### src/design/brb_pkg.sv
// Shared types and constants for the byte ring buffer with peek and drop.
// Holds the transaction structs, the command codes, the queued command format and default sizes.
// No dependencies.
`default_nettype none

package brb_pkg;

   localparam int OP_W     = 3;
   localparam int BYTE_W   = 8;
   localparam int COUNT_W  = 13;
   localparam int OFFSET_W = 12;

   localparam int DEPTH_DEFAULT   = 4096;
   localparam int MAX_RUN_DEFAULT = 64;
   localparam int QUEUE_DEPTH     = 4;

   // Command codes carried in the op field. The codes above OP_DROP_NEWEST are unused.
   typedef enum logic [OP_W-1:0] {
      OP_WRITE,
      OP_READ,
      OP_PEEK,
      OP_DROP_OLDEST,
      OP_DROP_NEWEST,
      OP_RSVD5,
      OP_RSVD6,
      OP_RSVD7
   } op_type;

   typedef struct packed {
      logic [OP_W-1:0]     op;
      logic [BYTE_W-1:0]   data_in;
      logic [COUNT_W-1:0]  count;
      logic [OFFSET_W-1:0] offset;
   } req_type;

   typedef struct packed {
      logic [BYTE_W-1:0]  data_out;
      logic               byte_valid;
      logic [COUNT_W-1:0] done_count;
      logic               last;
      logic [COUNT_W-1:0] fill_level;
   } rsp_type;

   // What the back end has to do for one command.
   typedef enum logic [1:0] {
      CMD_SINGLE,
      CMD_WRITE,
      CMD_RUN
   } cmd_kind_type;

   typedef struct packed {
      cmd_kind_type       kind;
      logic [BYTE_W-1:0]  data;
      logic [COUNT_W-1:0] done_count;
      logic [COUNT_W-1:0] fill_level;
   } cmd_type;

endpackage

`default_nettype wire

### src/design/brb_cmd_queue.sv
// Short command queue between the front and back ends of the byte ring buffer.
// Generic width; depth from brb_pkg.
`default_nettype none

module brb_cmd_queue
   import brb_pkg::*;
#(
   parameter int WIDTH = 32
) (
   input  wire logic             clock,
   input  wire logic             reset,
   input  wire logic             in_valid,
   output logic                  in_ready,
   input  wire logic [WIDTH-1:0] in_data,
   output logic                  out_valid,
   input  wire logic             out_ready,
   output logic [WIDTH-1:0]      out_data
);

   localparam int PW = $clog2(QUEUE_DEPTH);

   logic [WIDTH-1:0] slot_ff [QUEUE_DEPTH];
   logic [PW-1:0]    wr_ptr_ff, rd_ptr_ff;
   logic [PW:0]      used_ff;
   logic             push, pop;

   assign in_ready  = (used_ff != (PW+1)'(QUEUE_DEPTH));
   assign out_valid = (used_ff != '0);
   assign out_data  = slot_ff[rd_ptr_ff];
   assign push      = in_valid && in_ready;
   assign pop       = out_valid && out_ready;

   always_ff @(posedge clock) begin
      if (push) begin
         slot_ff[wr_ptr_ff] <= in_data;
      end
   end

   always_ff @(posedge clock) begin
      if (reset) begin
         wr_ptr_ff <= '0;
         rd_ptr_ff <= '0;
         used_ff   <= '0;
      end else begin
         if (push) begin
            wr_ptr_ff <= wr_ptr_ff + PW'(1);
         end
         if (pop) begin
            rd_ptr_ff <= rd_ptr_ff + PW'(1);
         end
         if (push && !pop) begin
            used_ff <= used_ff + (PW+1)'(1);
         end else if (pop && !push) begin
            used_ff <= used_ff - (PW+1)'(1);
         end
      end
   end

endmodule

`default_nettype wire

### config.mk
export PLATFORM = sky130hd
export DESIGN_NAME = brb_cmd_queue
export DESIGN_NICKNAME = d
export VERILOG_FILES = /design/src/design/brb_pkg.sv /design/src/design/brb_cmd_queue.sv
export SDC_FILE = /design/constraint.sdc
export NUM_CORES = 1
export LEC_CHECK = 0
export BUFFER_PORTS_ARGS = -buffer_cell sky130_fd_sc_hd__buf_2
export CORE_MARGIN = 1.5
export CORE_UTILIZATION = 55
export CTS_BUF_LIST = sky130_fd_sc_hd__clkbuf_4
export DETAILED_ROUTE_END_ITERATION = 6
export GPL_TIMING_DRIVEN = 0
export HOLD_SLACK_MARGIN = 0.12
export PLACE_DENSITY_LB_ADDON = 0.2
export SLEW_MARGIN = 5
export SYNTH_ARGS = -nofsm -noshare
export SYNTH_HDL_FRONTEND = slang
export SYNTH_SLANG_ARGS = --single-unit
### constraint.sdc
create_clock -name clock -period 5.25 [get_ports clock]
set_input_delay 0.525 -clock clock [delete_from_list [all_inputs] [get_ports clock]]
set_output_delay 0.525 -clock clock [all_outputs]
set_load 0.02 [all_outputs]
# Word-level counts from Yosys, hierarchy flattened
# Memory sizes are Yosys's and may differ from the RTL's. A register that Yosys moved wholly into a read port is not among the register bits.
# Index checks and enable logic that the tools add are counted.
# word_totals
input_bits,36
n_memories,1
register_bits,7
output_inout_bits,34
ram_bits,128
elab_cells,23
# memory_table
memory,words,word_bits,read_ports,rd_ports_with_merged_regs,write_ports,line_no,source
slot_ff,4,32,1,1,1,brb_cmd_queue.sv:22,logic [WIDTH-1:0] slot_ff [QUEUE_DEPTH];
# classes
add_sub_neg,4
n_reduce_logical,8
eq_ne,1
mux,6
# ops
operator,count
$mux W3,2
$add A2 B1 Y2 const B,2
$logic_and A1 B1 Y1,4
$mux W2,2
$add A3 B1 Y3 const B,1
$ne A3 B3 Y1 const B,1
$reduce_bool A3 Y1,1
$sub A3 B1 Y3 const B,1
$logic_not A1 Y1,2
$mux W1,2
$reduce_bool A2 Y1,1

# Logic depth before layout (Yosys ltp)
# depth
word_depth,6
mapped_depth,8
depth_no_buf,8

# Worst setup path before layout
# No wires, ideal clock.
# synth_path
path_type,flip-flop to flip-flop
from,register used_ff[0]
to,register used_ff[2]
slack_ns,3.229
n_path_buf,0
synth_period_minus_slack_ns,2.021
setup_ns,0.070
t_required_ns,5.180
arrival_ns,1.950
path_stages_with_launch,9
cell_sequence,dfxtp_1 nor2_1 a21boi_4 ha_1 inv_1 fa_1 xor2_1 or3_1 a21oi_1
# synth_between
elab_chain_len,5
elab_cells_between_ends,13
cone_classes,add/sub (2); eq/ne (1); mux (2); reduce/logical (8)
# synth_lines
item,line_no,source
"start, declared",brb_cmd_queue.sv:24,logic [PW:0] used_ff;
"start signal, assigned",brb_cmd_queue.sv:52,used_ff <= used_ff + (PW+1)'(1);
"start signal, assigned",brb_cmd_queue.sv:54,used_ff <= used_ff - (PW+1)'(1);
$ne A3 B3 Y1 (*),brb_cmd_queue.sv:27,assign in_ready = (used_ff != (PW+1)'(QUEUE_DEPTH));
$logic_and A1 B1 Y1 (*),brb_cmd_queue.sv:30,assign push = in_valid && in_ready;
named net push,brb_cmd_queue.sv:25,"logic push, pop;"
$logic_not A1 Y1,brb_cmd_queue.sv:53,end else if (pop && !push) begin
$logic_and A1 B1 Y1,brb_cmd_queue.sv:53,
$reduce_bool A2 Y1 (no line),-,
# The timed path passes the listed nets; every way through them passes the cells marked *. The select of a mux whose other input is x is not followed.
# A chain may end at the register's enable or synchronous reset.

==> impl_results.md <==
* Post-synthesis xor/xnor area fraction at less than 1%
* N_diodes at 0
* Area contributors post-synth: edfxtp_1 75%, mux4_2 13%, dfxtp_1 3.5%, ha_1 1.2%, buf_12 1.2%
* Drt pass-1 iters at 4
* Die area at about 9900 µm²
* Initial Util at 56.1%
* Synth unique cells at 24
* Die X at 99.6 µm
* Worst-path clk slew at 120 ps
* Via count at 2356
* Routed WL per cell at 18.9 µm
* Reg-to-reg setup timing slack at 3050 ps
* Fin crit share at 45.5%
* Crit-path max cell delay at 530 ps
* VDD IR-drop max at 0.000304 V
* Mux cell area share after synthesis at between 10 and 15%
* Final setup viols at 0
* Max Fclk at 418 MHz
* Initial DRC Count at 108
* Outcome: finished, final reports clean
* All-layer global routing usage at roughly 18%
* Max-slew headroom at a little under three quarters
* Final setup TNS at 0 ps
* # fillers at between 600 and 700
* Vias per inst at 5.48
* Cell accounting for the most synthesized area: edfxtp_1
* Critical path peak fanout at 10
* Post-synthesis adder-cell area fraction at 1.61%
* Synthesized area at ~5100 µm²
* Synth Net Count at 257
* Clk buf depth at 2
* Residual DRC at 0
* PostCTS Resize Cnt at 0
* H-tree Lvls at 4
* Initial antenna violation count at 0
* Top cell type's share of synthesized area at 74.8%
* Synth warn at 0
* Synth Area in Compound Gates at less than 1%
* Post-layout minimum cycle time at 2390 ps
* Postcts setup bufs at 0
* IO Count at 70
* Worst-Skew Late Latency at 490 ps
* Inserted Clock Buffers at 17
* CP Capture Type: output port
* Synth Instances at roughly 220
* Crit start category: register
* Filler-free cell count of the finished design at 430
* Slew @ Worst Pin at 433 ps
* Seq/Total Area, Yosys at about 78%
* Syn Area/Cell at 23.9 µm²
* Nets@finish at 348
* Number of max-cap violations at 0
* CP arrival at 1870 ps
* Total gr overflow at 0
* Share of cells above drive strength 1 at 45.8%
* TritonCTS clock tree: yes
* Area Overhead vs Synth at 16.7%
* Hold Vio Cnt, Final at 0
* RePlAce Congestion at 0.667
* Largest net degree at the start of global routing at 33
* Row count at 35
* RSZ-0062 raised after global routing: false
* Hold/Removal Path Class: primary input to register
* Flops & latches, synth at 137
* Kind of critical path: register to output port
* Slowest cell on crit path: mux4_2
* Fin Clk Skew at about 19 ps
* Die H at 99.6 µm
* Dpl hpwl at a little over 5 mm
* First-pass GRT wire length at 12.7 mm
* Hold buffer count at CTS at 0
* Final antenna-violating net count at 0
* PortBufs at 68
* Power after layout at 2.87 mW
* WP data required at 4720 ps
* Cells after DPL at about 400
* Simple-Gate Fraction of Synth Area at 1.63%
* Power density cells at 479 nW/µm²
* Clk sinks at 137
* Drt total wl at about 8.1 mm
* Core footprint at 9150 µm²
* Slew Limit Fails at 0
* LEAKAGE at 2.07 nW
* Main combinational cell family by area after synthesis: multiplexers
* Clock Tree Root: clkbuf_4
* Vias in the first global route at 2381
* CP cell instances: buf_6, buf_12, mux4_2, buf_2
==> final timing paths <==
path	start	endpoint	cells past startpoint
setup reg to reg	used_ff[0]$_SDFFE_PP0P_	used_ff[2]$_SDFFE_PP0P_	8
hold reg to reg	wr_ptr_ff[1]$_SDFFE_PP0P_	wr_ptr_ff[1]$_SDFFE_PP0P_	2
hold / removal	in_data[7]	slot_ff[0][7]$_DFFE_PP_	1
setup / recovery	register	out_data[2]	4
==> flip-flops by register name (all words and copies together), names as in the netlist, named ones only <==
signal and count:
used_ff 3, slot_ff 128, wr_ptr_ff 2, rd_ptr_ff 2
==> power by group <==
group / leakage (nW) / total, mW / internal, mW / switching, mW
registers: 1.25 / 1.37 / 1.33 / 0.0450
clock network: 0.152 / 0.673 / 0.298 / 0.375
logic: 0.672 / 0.829 / 0.382 / 0.447
total: 2.07 / 2.87 / 2.01 / 0.866
==> Yosys cell counts <==
library cell	instances
or3_1	2
nor2_1	8
nand2b_1	2
nand2_1	1
mux4_1	2
a21oi_1	1
mux2_1	1
edfxtp_1	128
xor2_1	4
fa_1	1
o21ai_0	1
and2_1	4
inv_1	3
a21boi_4	1
o31ai_2	1
mux4_2	30
dfxtp_1	9
buf_6	1
clkbuf_1	1
buf_12	3
ha_1	5
mux2i_1	2
o311ai_1	1
buf_2	3
==> stage by stage <==
step	utilization, %	cell area [µm²]	setup WS [ps]	hold slack (ps)
2_1_floorplan	-	5140	3230	482
3_3_place_gp	61.4	5620	2570	504
3_5_place_dp	62.4	5710	3060	518
4_1_cts	65.5	6000	2810	190
5_1_grt	65.5	6000	2780	184
6_report	65.5	6000	2860	231
==> final cells by class <==
type	count	area, µm²	area share, %
buffer	8	90.1	1.50
sequential	137	4020	67.1
multi-input combinational	67	1020	16.9
inverter	3	11.3	0.188
tap	111	139	2.32
clock inverter	13	145	2.42
timing repair buffer	72	428	7.14
clock buffer	19	143	2.38
==> metal layers <==
layer,GRT usage (%),vias up,wire length (µm),part of all wire (%)
li1,-,1081,-,-
met1,24.2,1204,3500,43
met2,27.9,67,4160,51
met3,6.11,4,418,5.1
met4,5.85,0,42,0.52
met5,0,-,0,0
==> cell usage in the layout, fill, tap and decap left out, types with 2 or more instances in the layout <==
master and count:
bufinv_16 2, clkinv_4 4, mux4_1 2, mux4_2 30
xor2_1 4, or3_1 2, clkbuf_4 19, mux2i_1 2
and2_2 4, buf_12 6, inv_6 3, clkinvlp_4 2
buf_2 71, inv_1 3, edfxtp_1 128, dfxtp_1 9
nor2_1 8, nand2b_1 2, ha_1 5
==> kinds of logic after synthesis <==
group	Yosys count
buffers and inverters	11
AOI/OAI and AO/OA	5
xor gates and xnor gates	4
and+or+nand+nor	17
DFF	137
muxes	35
adders and majority gates	6
==> worst max-delay path, delay by kind of cell, from the launching register on <==
| family | cells | cell delay [ps] |
|---|---|---|
| multiplexers | 1 | 530 |
| buffers and inverters | 3 | 480 |
| flip-flops | 1 | 350 |
(Power assumes the default switching activity.)
