## src/design/brb_pkg.sv

```systemverilog
// Shared types and constants for the byte ring buffer with peek and drop.
// Holds the transaction structs, the command codes, the queued command format and default sizes.
// No dependencies.
`default_nettype none

package brb_pkg;

   localparam int OP_W     = 3;
   localparam int BYTE_W   = 8;
   localparam int COUNT_W  = 13;
   localparam int OFFSET_W = 12;

   localparam int DEPTH_DEFAULT   = 4096;
   localparam int MAX_RUN_DEFAULT = 64;
   localparam int QUEUE_DEPTH     = 4;

   // Command codes carried in the op field. The codes above OP_DROP_NEWEST are unused.
   typedef enum logic [OP_W-1:0] {
      OP_WRITE,
      OP_READ,
      OP_PEEK,
      OP_DROP_OLDEST,
      OP_DROP_NEWEST,
      OP_RSVD5,
      OP_RSVD6,
      OP_RSVD7
   } op_type;

   typedef struct packed {
      logic [OP_W-1:0]     op;
      logic [BYTE_W-1:0]   data_in;
      logic [COUNT_W-1:0]  count;
      logic [OFFSET_W-1:0] offset;
   } req_type;

   typedef struct packed {
      logic [BYTE_W-1:0]  data_out;
      logic               byte_valid;
      logic [COUNT_W-1:0] done_count;
      logic               last;
      logic [COUNT_W-1:0] fill_level;
   } rsp_type;

   // What the back end has to do for one command.
   typedef enum logic [1:0] {
      CMD_SINGLE,
      CMD_WRITE,
      CMD_RUN
   } cmd_kind_type;

   typedef struct packed {
      cmd_kind_type       kind;
      logic [BYTE_W-1:0]  data;
      logic [COUNT_W-1:0] done_count;
      logic [COUNT_W-1:0] fill_level;
   } cmd_type;

endpackage

`default_nettype wire

```

## src/design/brb_front.sv

```systemverilog
// Front end: accepts transactions, owns head, fill level and ring size,
// and turns each transaction into one queued command. Uses brb_pkg.
`default_nettype none

module brb_front
   import brb_pkg::*;
#(
   parameter int DEPTH   = DEPTH_DEFAULT,
   parameter int MAX_RUN = MAX_RUN_DEFAULT
) (
   input  wire logic                       clock,
   input  wire logic                       reset,
   input  wire logic                       req_valid,
   output logic                            req_ready,
   input  wire req_type                    req_data,
   input  wire logic                       csr_wen,
   input  wire logic [COUNT_W-1:0]         csr_wdata,
   output logic                            cmd_valid,
   input  wire logic                       cmd_ready,
   output cmd_type                         cmd,
   output logic [$clog2(DEPTH)-1:0]        cmd_addr,
   output logic [$clog2(DEPTH)-1:0]        ring_last
);

   localparam int AW    = $clog2(DEPTH);
   localparam int CNT_W = $clog2(DEPTH + 1);
   localparam int CW    = (CNT_W > COUNT_W) ? CNT_W : COUNT_W;

   logic [CNT_W-1:0] size_ff, size_in;
   logic [AW-1:0]    head_ff, head_in;
   logic [CNT_W-1:0] fill_ff, fill_in;

   logic [CW-1:0] fill_w, size_w, count_w, start_w, avail_w, run_n_w, drop_n_w, amt_w;
   logic [CW:0]   sum_x, wrap_x;
   logic [AW-1:0] wrap_addr;
   logic          accept;

   assign req_ready = cmd_ready;
   assign cmd_valid = req_valid;
   assign accept    = req_valid && req_ready;
   assign ring_last = AW'(size_ff - CNT_W'(1));

   // Ring size is clamped once, when it is written.
   always_comb begin
      if (csr_wdata == '0) begin
         size_in = CNT_W'(1);
      end else if (CW'(csr_wdata) > CW'(DEPTH)) begin
         size_in = CNT_W'(DEPTH);
      end else begin
         size_in = CNT_W'(csr_wdata);
      end
   end

   always_comb begin
      fill_w  = CW'(fill_ff);
      size_w  = CW'(size_ff);
      count_w = CW'(req_data.count);
      start_w = (req_data.op == OP_PEEK) ? CW'(req_data.offset) : '0;
      avail_w = (start_w < fill_w) ? fill_w - start_w : '0;

      run_n_w = avail_w;
      if (count_w < run_n_w) begin
         run_n_w = count_w;
      end
      if (run_n_w > CW'(MAX_RUN)) begin
         run_n_w = CW'(MAX_RUN);
      end
      drop_n_w = (count_w < fill_w) ? count_w : fill_w;

      // One wrapping adder serves every position the command needs.
      case (req_data.op)
         OP_WRITE:       amt_w = fill_w;
         OP_PEEK:        amt_w = start_w;
         OP_READ:        amt_w = run_n_w;
         OP_DROP_OLDEST: amt_w = drop_n_w;
         default:        amt_w = '0;
      endcase
      sum_x     = {1'b0, CW'(head_ff)} + {1'b0, amt_w};
      wrap_x    = (sum_x >= {1'b0, size_w}) ? sum_x - {1'b0, size_w} : sum_x;
      wrap_addr = AW'(wrap_x);
   end

   always_comb begin
      head_in         = head_ff;
      fill_in         = fill_ff;
      cmd_addr        = head_ff;
      cmd.kind        = CMD_SINGLE;
      cmd.data        = req_data.data_in;
      cmd.done_count  = '0;
      unique case (req_data.op)
         OP_WRITE: begin
            if (fill_w < size_w) begin
               cmd.kind       = CMD_WRITE;
               cmd.done_count = COUNT_W'(1);
               cmd_addr       = wrap_addr;
               fill_in        = fill_ff + CNT_W'(1);
            end
         end
         OP_READ: begin
            cmd.done_count = COUNT_W'(run_n_w);
            cmd.kind       = (run_n_w != '0) ? CMD_RUN : CMD_SINGLE;
            head_in        = wrap_addr;
            fill_in        = CNT_W'(fill_w - run_n_w);
         end
         OP_PEEK: begin
            cmd.done_count = COUNT_W'(run_n_w);
            cmd.kind       = (run_n_w != '0) ? CMD_RUN : CMD_SINGLE;
            cmd_addr       = wrap_addr;
         end
         OP_DROP_OLDEST: begin
            cmd.done_count = COUNT_W'(drop_n_w);
            head_in        = wrap_addr;
            fill_in        = CNT_W'(fill_w - drop_n_w);
         end
         OP_DROP_NEWEST: begin
            cmd.done_count = COUNT_W'(drop_n_w);
            fill_in        = CNT_W'(fill_w - drop_n_w);
         end
         default: begin
         end
      endcase
      cmd.fill_level = COUNT_W'(fill_in);
   end

   always_ff @(posedge clock) begin
      if (reset) begin
         size_ff <= CNT_W'(DEPTH);
         head_ff <= '0;
         fill_ff <= '0;
      end else if (csr_wen) begin
         size_ff <= size_in;
         head_ff <= '0;
         fill_ff <= '0;
      end else if (accept) begin
         head_ff <= head_in;
         fill_ff <= fill_in;
      end
   end

endmodule

`default_nettype wire

```

## config.mk

```make
export PLATFORM = sky130hd
export DESIGN_NAME = brb_front
export DESIGN_NICKNAME = d
export VERILOG_FILES = /design/src/design/brb_pkg.sv /design/src/design/brb_front.sv
export SDC_FILE = /design/constraint.sdc
export NUM_CORES = 1
export LEC_CHECK = 0
export BUFFER_PORTS_ARGS = -buffer_cell sky130_fd_sc_hd__buf_2
export CELL_PAD_IN_SITES_DETAIL_PLACEMENT = 1
export CELL_PAD_IN_SITES_GLOBAL_PLACEMENT = 1
export CORE_MARGIN = 4
export CORE_UTILIZATION = 42
export CTS_CLUSTER_DIAMETER = 80
export CTS_CLUSTER_SIZE = 28
export DETAILED_ROUTE_END_ITERATION = 10
export HOLD_SLACK_MARGIN = 0.03
export PLACE_DENSITY_LB_ADDON = 0.1
export SLEW_MARGIN = 20
export SYNTH_ARGS = -nofsm -noshare
export SYNTH_HDL_FRONTEND = slang
export SYNTH_SLANG_ARGS = --single-unit
```

## constraint.sdc

```tcl
create_clock -name clock -period 15.1 [get_ports clock]
set_input_delay 3.02 -clock clock [delete_from_list [all_inputs] [get_ports clock]]
set_output_delay 3.02 -clock clock [all_outputs]
set_load 0.005 [all_outputs]
```

Yosys cells after proc, flatten, opt, wreduce, memory -nomap -nowiden
Index checks and enable logic that the tools add are counted.

$add $sub $neg: 7. Magnitude comparators: 7. Equality and inequality tests: 4. Multiplexer cells: 18. Reductions and logical operators: 9.

Operator list (count): $mux W13 (7); $pmux W13 S3 (2); $pmux W13 S4 (1); $lt A13 B13 Y1 (3); $mux W12 (3); $sub A13 B13 Y13 (2); $pmux W12 S2 (1); $add A12 B13 Y14 (1); $ge A14 B13 Y1 (1); $add A13 B1 Y13 const B (1); $gt A13 B13 Y1 const B (1); $gt A13 B7 Y1 const B (1); $logic_not A13 Y1 (1); $lt A12 B13 Y1 (1); $reduce_bool A13 Y1 (1); $sub A13 B12 Y13 (1); $sub A12 B1 Y12 const B (1); $sub A12 B12 Y12 (1); $reduce_or A2 Y1 (4); $eq A3 B2 Y1 const B (2); $pmux W2 S2 (1); $eq A3 B1 Y1 const B (1); $eq A3 B3 Y1 const B (1); $logic_not A3 Y1 (1); other kinds (4) (5).

Register bits: 38. Input port bits: 54. Output and inout port bits: 62. Logic and storage cells: 48.

Longest topological paths before layout
Depth in word-level cells: 14. Gate-level depth with buffers: 43. Gate-level depth less buffers: 38.

Least setup slack after synthesis
OpenSTA, ideal clock, no wires.

Path kind: input port to output port. From: input port req_data[34] (netlist name). To: output port cmd_addr[0]. Arrival: 10.880 ns. Data required time: 12.080 ns. Slack: 1.200 ns. Cell stages on the path: 42. Path buffers: 6. Path through: clkbuf_1 -> clkinv_1 -> nor3_1 -> clkbuf_1 -> clkbuf_1 -> nand2_1 -> ha_1 -> a211oi_2 -> nor2_1 -> a2111oi_4 -> nand2_1 -> and2_1 -> clkbuf_2 -> nand2_1 -> ha_1 -> a21oi_1 -> o21ai_0 -> a221o_1 -> (+6 left out) -> o21ai_1 -> ha_1 -> fa_1 -> a21o_1 -> a21oi_1 -> o21ai_0 -> nor2_1 -> xnor2_1 -> ha_1 -> nand2_1 -> o21ai_0 -> a2111o_1 -> a21oi_1 -> o21ai_0 -> a31oi_4 -> buf_6 -> nor3_1 -> a221o_1.

Word-level cells in the longest chain between the ends: 14. Elaborated cells on any way between the ends: 19. Those cells by class: 3 x add/sub; 4 x order compare; 3 x eq/ne; 8 x mux; 1 x reduce/logical.

Ends and longest elaborated chain: start: declaration (RTL line brb_front.sv:15) `input wire req_type req_data,`; $eq A3 B2 Y1 (RTL line brb_front.sv:58, brb_front.sv:71, brb_front.sv:90); $mux W12 (RTL line brb_front.sv:58) `start_w = (req_data.op == OP_PEEK) ? CW'(req_data.offset) : '0;`; $sub A13 B12 Y13 / $lt A12 B13 Y1 (equally long branches) (RTL line brb_front.sv:59) `avail_w = (start_w < fill_w) ? fill_w - start_w : '0;`; $mux W13 (RTL line brb_front.sv:59); $lt A13 B13 Y1 (RTL line brb_front.sv:62) `if (count_w < run_n_w) begin`; $mux W13 (RTL line brb_front.sv:62); $gt A13 B7 Y1 (RTL line brb_front.sv:65) `if (run_n_w > CW'(MAX_RUN)) begin`; $mux W13 (RTL line brb_front.sv:65); $pmux W13 S4 (RTL line brb_front.sv:71) `case (req_data.op)`; $add A12 B13 Y14 (RTL line brb_front.sv:78) `sum_x = {1'b0, CW'(head_ff)} + {1'b0, amt_w};`; $sub A12 B12 Y12 / $ge A14 B13 Y1 (equally long branches) (RTL line brb_front.sv:79) `wrap_x = (sum_x >= {1'b0, size_w}) ? sum_x - {1'b0, size_w} : sum_x;`; $mux W12 (RTL line brb_front.sv:79); $mux W12 (RTL line brb_front.sv:92) `if (fill_w < size_w) begin`; $pmux W12 S2 * (RTL line brb_front.sv:90) `unique case (req_data.op)`; end: declaration (RTL line brb_front.sv:21) `output logic [$clog2(DEPTH)-1:0] cmd_addr,`.

Every way passes the cells marked *; elsewhere a longest branch is shown, timed or not.

Worst setup path in the final report
From: input port req_data[34] (netlist name). To: output port cmd_addr[6].

Same word-level chain as after synthesis.

==> key figures <==
Status
  – Status: finished clean

Clock tree
  – Clk slew on worst S/H paths: 0.06 ns
  – Clk sink count: 38
  – Clock buffer depth: 2
  – Clock latency on the worst-skew pair: about 0.29 ns
  – CTS Root Cell: clkbuf_16
  – TritonCTS clock tree: yes
  – CTS Buf Count: 5
  – H-tree depth: 2
  – Hold-fix buffer count after cts: 0

Pwr
  – Clock share of power: between 10% and 20%
  – P per Cell Area: ~78 mW/mm²
  – Flop pwr share: between 10% and 20%
  – Cell Int Power: approximately 0.31 mW
  – Combinational Power Share: approximately 61%
  – Switching power: 0.2555 mW
  – Switching Fraction: a little under half
  – Leak Pwr: roughly 3.3 nW
  – Max VDD drop: roughly 43 µV

Synth
  – Post-synth EDFFs: 0
  – Adder-cell share of the synthesized area: a little under a fifth
  – Ys async rst share: 0%
  – Post-synth top cells: 92 x nand2_1, 88 x ha_1, 88 x nor2_1, 70 x o21ai_0, 69 x a21oi_1
  – Post-Syn Nets: about 1000
  – Mapped Area: 0.006460 mm²
  – Mux contribution to synthesized area: ~4.5%
  – Mapped Cells: roughly 900
  – Yosys cell types: 76
  – Largest family of logic cells by synthesized area: compound AO/OA/AOI/OAI gates
  – Synthesis Warnings: 0
  – Top FF cell, synth: dfxtp_1
  – Syn Area/Cell: 7.194 µm²
  – Simple-gate share of the synthesized area: 23.01%
  – Cell with the most instances after synthesis: nand2_1
  – Synth area leader: ha_1
  – Post-synth top area share: 17.04%
  – Post-Synth XOR/XNOR Area: under 10%
  – Post-synthesis compound-gate area fraction: 28.78%
  – Synthesized flop and latch total: 38
  – Seq/Total Area, Yosys: between 10% and 20%
  – Area contributors post-synth: ha_1 17%, dfxtp_1 12%, xnor2_1 5.8%, o21ai_0 5.4%, a21oi_1 5.3%

Critical path
  – Setup Crit Path Kind: in -> out
  – Crit path arrival time: roughly 11 ns
  – Most used cell, CP: ha_1
  – Slowest cell on crit path: or4_1
  – CP Max Fanout: 16
  – Crit path largest cell delay: 0.42 ns
  – Worst EP required: ~12 ns
  – Critical Path End Type: primary output
  – Startpoint Class: primary input

Global routing
  – GRT Max-Usage Layer: met2
  – Met3 usage: about 4.7%
  – GR Overflow Total: 0
  – Total GRT Usage: between 20 and 30%
  – Met1 Use GR: 39.10%
  – Pin count of the biggest net entering global routing: 27
  – Vias in the first global route: between 6000 and 7000
  – First-pass GRT wire length: between 30000 and 40000 µm
  – Met2 usage: about 42%
  – Initial antenna violation count: 0

Detailed routing
  – Post-DRT Antenna Nets: 0
  – Vias/cell: between 6 and 7
  – Final WL: around 25000 µm
  – DR vias: roughly 7000
  – Initial DRC Count: approximately 450
  – Drc violations: 0
  – WL per Instance: roughly 22 µm
  – DR pass1 iterations: 5

Place
  – Pre-CTS setup slack: around 0.23 ns
  – Post-DP HPWL: ~20000 µm
  – Final Wtd Congestion: 0.9335
  – Dpl cells: 1151
  – Port Buf Inserts: 99

Layout
  – Antenna diodes: 0
  – Finished Layout Cells: roughly 1200
  – Reg area: roughly 760 µm²
  – Layout cell share with drive strength beyond 1: between 10% and 20%
  – Layout Nets: around 1100
  – Multi-input gate area in the final layout: 0.005321 mm²
  – Fill count: 1964
  – P&R area growth vs syn: 12.07%

Floorplanning
  – Die height: 132.0 µm
  – Placeable Area: 0.01515 mm²
  – Die span in x: between 100 and 150 µm
  – Io pins: 116
  – Full die area: 0.01743 mm²
  – Row count: between 40 and 50
  – Initial Util: around 43%

Timing
  – Slew Viols, Final: 0
  – Setup Skew: roughly 0.0091 ns
  – Setup violators final: 0
  – Slew HR: 35.71%
  – Max Clock Freq: 69.02 MHz
  – Count of final hold-check violations: 0
  – Setup WS post-layout: roughly 0.6 ns
  – Slew @ Worst Pin: a little under 1 ns
  – Post-route minimum period: about 14 ns
  – Fin crit share: a little over nine tenths

Hold path
  – Hold Path Class: reg -> reg

Flow run
  – Max Cap Viol: 0
-- final timing paths --
path | slack [ns] | depth (start not counted) | endpoint | startpoint
setup / recovery | 0.61 | 40 | cmd_addr[6] | req_data[34]
hold / removal | 0.50 | 2 | head_ff[0] | head_ff[0]
setup reg to reg | 6.97 | 37 | head_ff[0] | fill_ff[0]
hold reg to reg | 0.50 | 2 | head_ff[0] | head_ff[0]
-- per-layer routing --
layer,vias up,part of all wire [%]
met3,56,6.2
met1,3430,48
met2,253,43
met5,-,0
li1,3439,-
met4,0,3.2
-- stage by stage --
step / power (mW) / utilization (%) / hold WS, ns / TNS, ns / area [µm²]
floorplan: 0.3548 / - / 0.4633 / 0 / 6460
global placement: 0.4460 / 46.42 / 0.4956 / 0 / 7030
detailed placement: 0.4485 / 46.42 / 0.5016 / 0 / 7030
CTS: 0.5627 / 47.39 / 0.5104 / 0 / 7178
global route: 0.6090 / 47.80 / 0.5305 / -0.03304 / 7239
finish: 0.5675 / 47.80 / 0.5046 / 0 / 7239
-- what timing repair did --
item,in CTS,in global routing
endpoints found under the setup margin,0,12
buffers inserted,0,3
hold endpoints to repair,0,0
resized for setup,0,4
-- final cells by class --
| class | instances | share of cell area, % |
|---|---|---|
| multi-input cells | 768 | 73.50 |
| flip-flops and latches | 38 | 10.51 |
| repair buffers | 108 | 7.950 |
| well taps | 188 | 3.249 |
| inverters | 52 | 2.748 |
| clock buffers | 7 | 1.970 |
| clock inverters | 1 | 0.06913 |
-- layout by cell type (no fill, tap or decap), types with 11 or more instances in the layout --
master and count:
nand4_1 11, ha_1 88, dfxtp_1 38, o21ai_0 69
nand2_1 92, xnor2_1 43, mux2i_1 29, nor3_1 25
o21ai_1 12, a21o_1 16, nor2_1 87, and3_1 11
xor2_1 11, nand2b_1 12, a21oi_1 69, o21a_1 13
buf_2 99, nand3_1 22, inv_1 51
-- critical path, delay by kind of cell --
kind	cells	cell delay [ns]
multiplexers	1	0.31
buffers and inverters	6	1.30
AO/OA/AOI/OAI	20	3.83
XOR/XNOR	1	0.21
adder cells (fa/ha/maj)	4	1.22
AND/OR/NAND/NOR	8	1.57
-- kinds of logic (layout without fill, tap and decap cells) --
family / Yosys count / count (layout)
buffers and inverters: 92 / 168
DFF: 38 / 38
AOI/OAI and AO/OA: 278 / 278
adders and majority gates: 92 / 92
xor gates and xnor gates: 54 / 54
and+or+nand+nor: 315 / 315
muxes: 29 / 29
-- flip-flops by register name, indices dropped and copies added (netlist names) --
signal   flops
fill_ff     13
head_ff     12
size_ff     13
-- power groups by stage --
| stage | combinational (mW) | sequential, mW | clock [mW] |
|---|---|---|---|
| after floorplan | 0.247 | 0.108 | 0 |
| after global placement | 0.335 | 0.111 | 0 |
| after detailed placement | 0.338 | 0.111 | 0 |
| after CTS | 0.340 | 0.109 | 0.114 |
| after global routing | 0.382 | 0.109 | 0.118 |
| final | 0.347 | 0.109 | 0.112 |
Note: power is estimated with default switching activity, not from simulation.
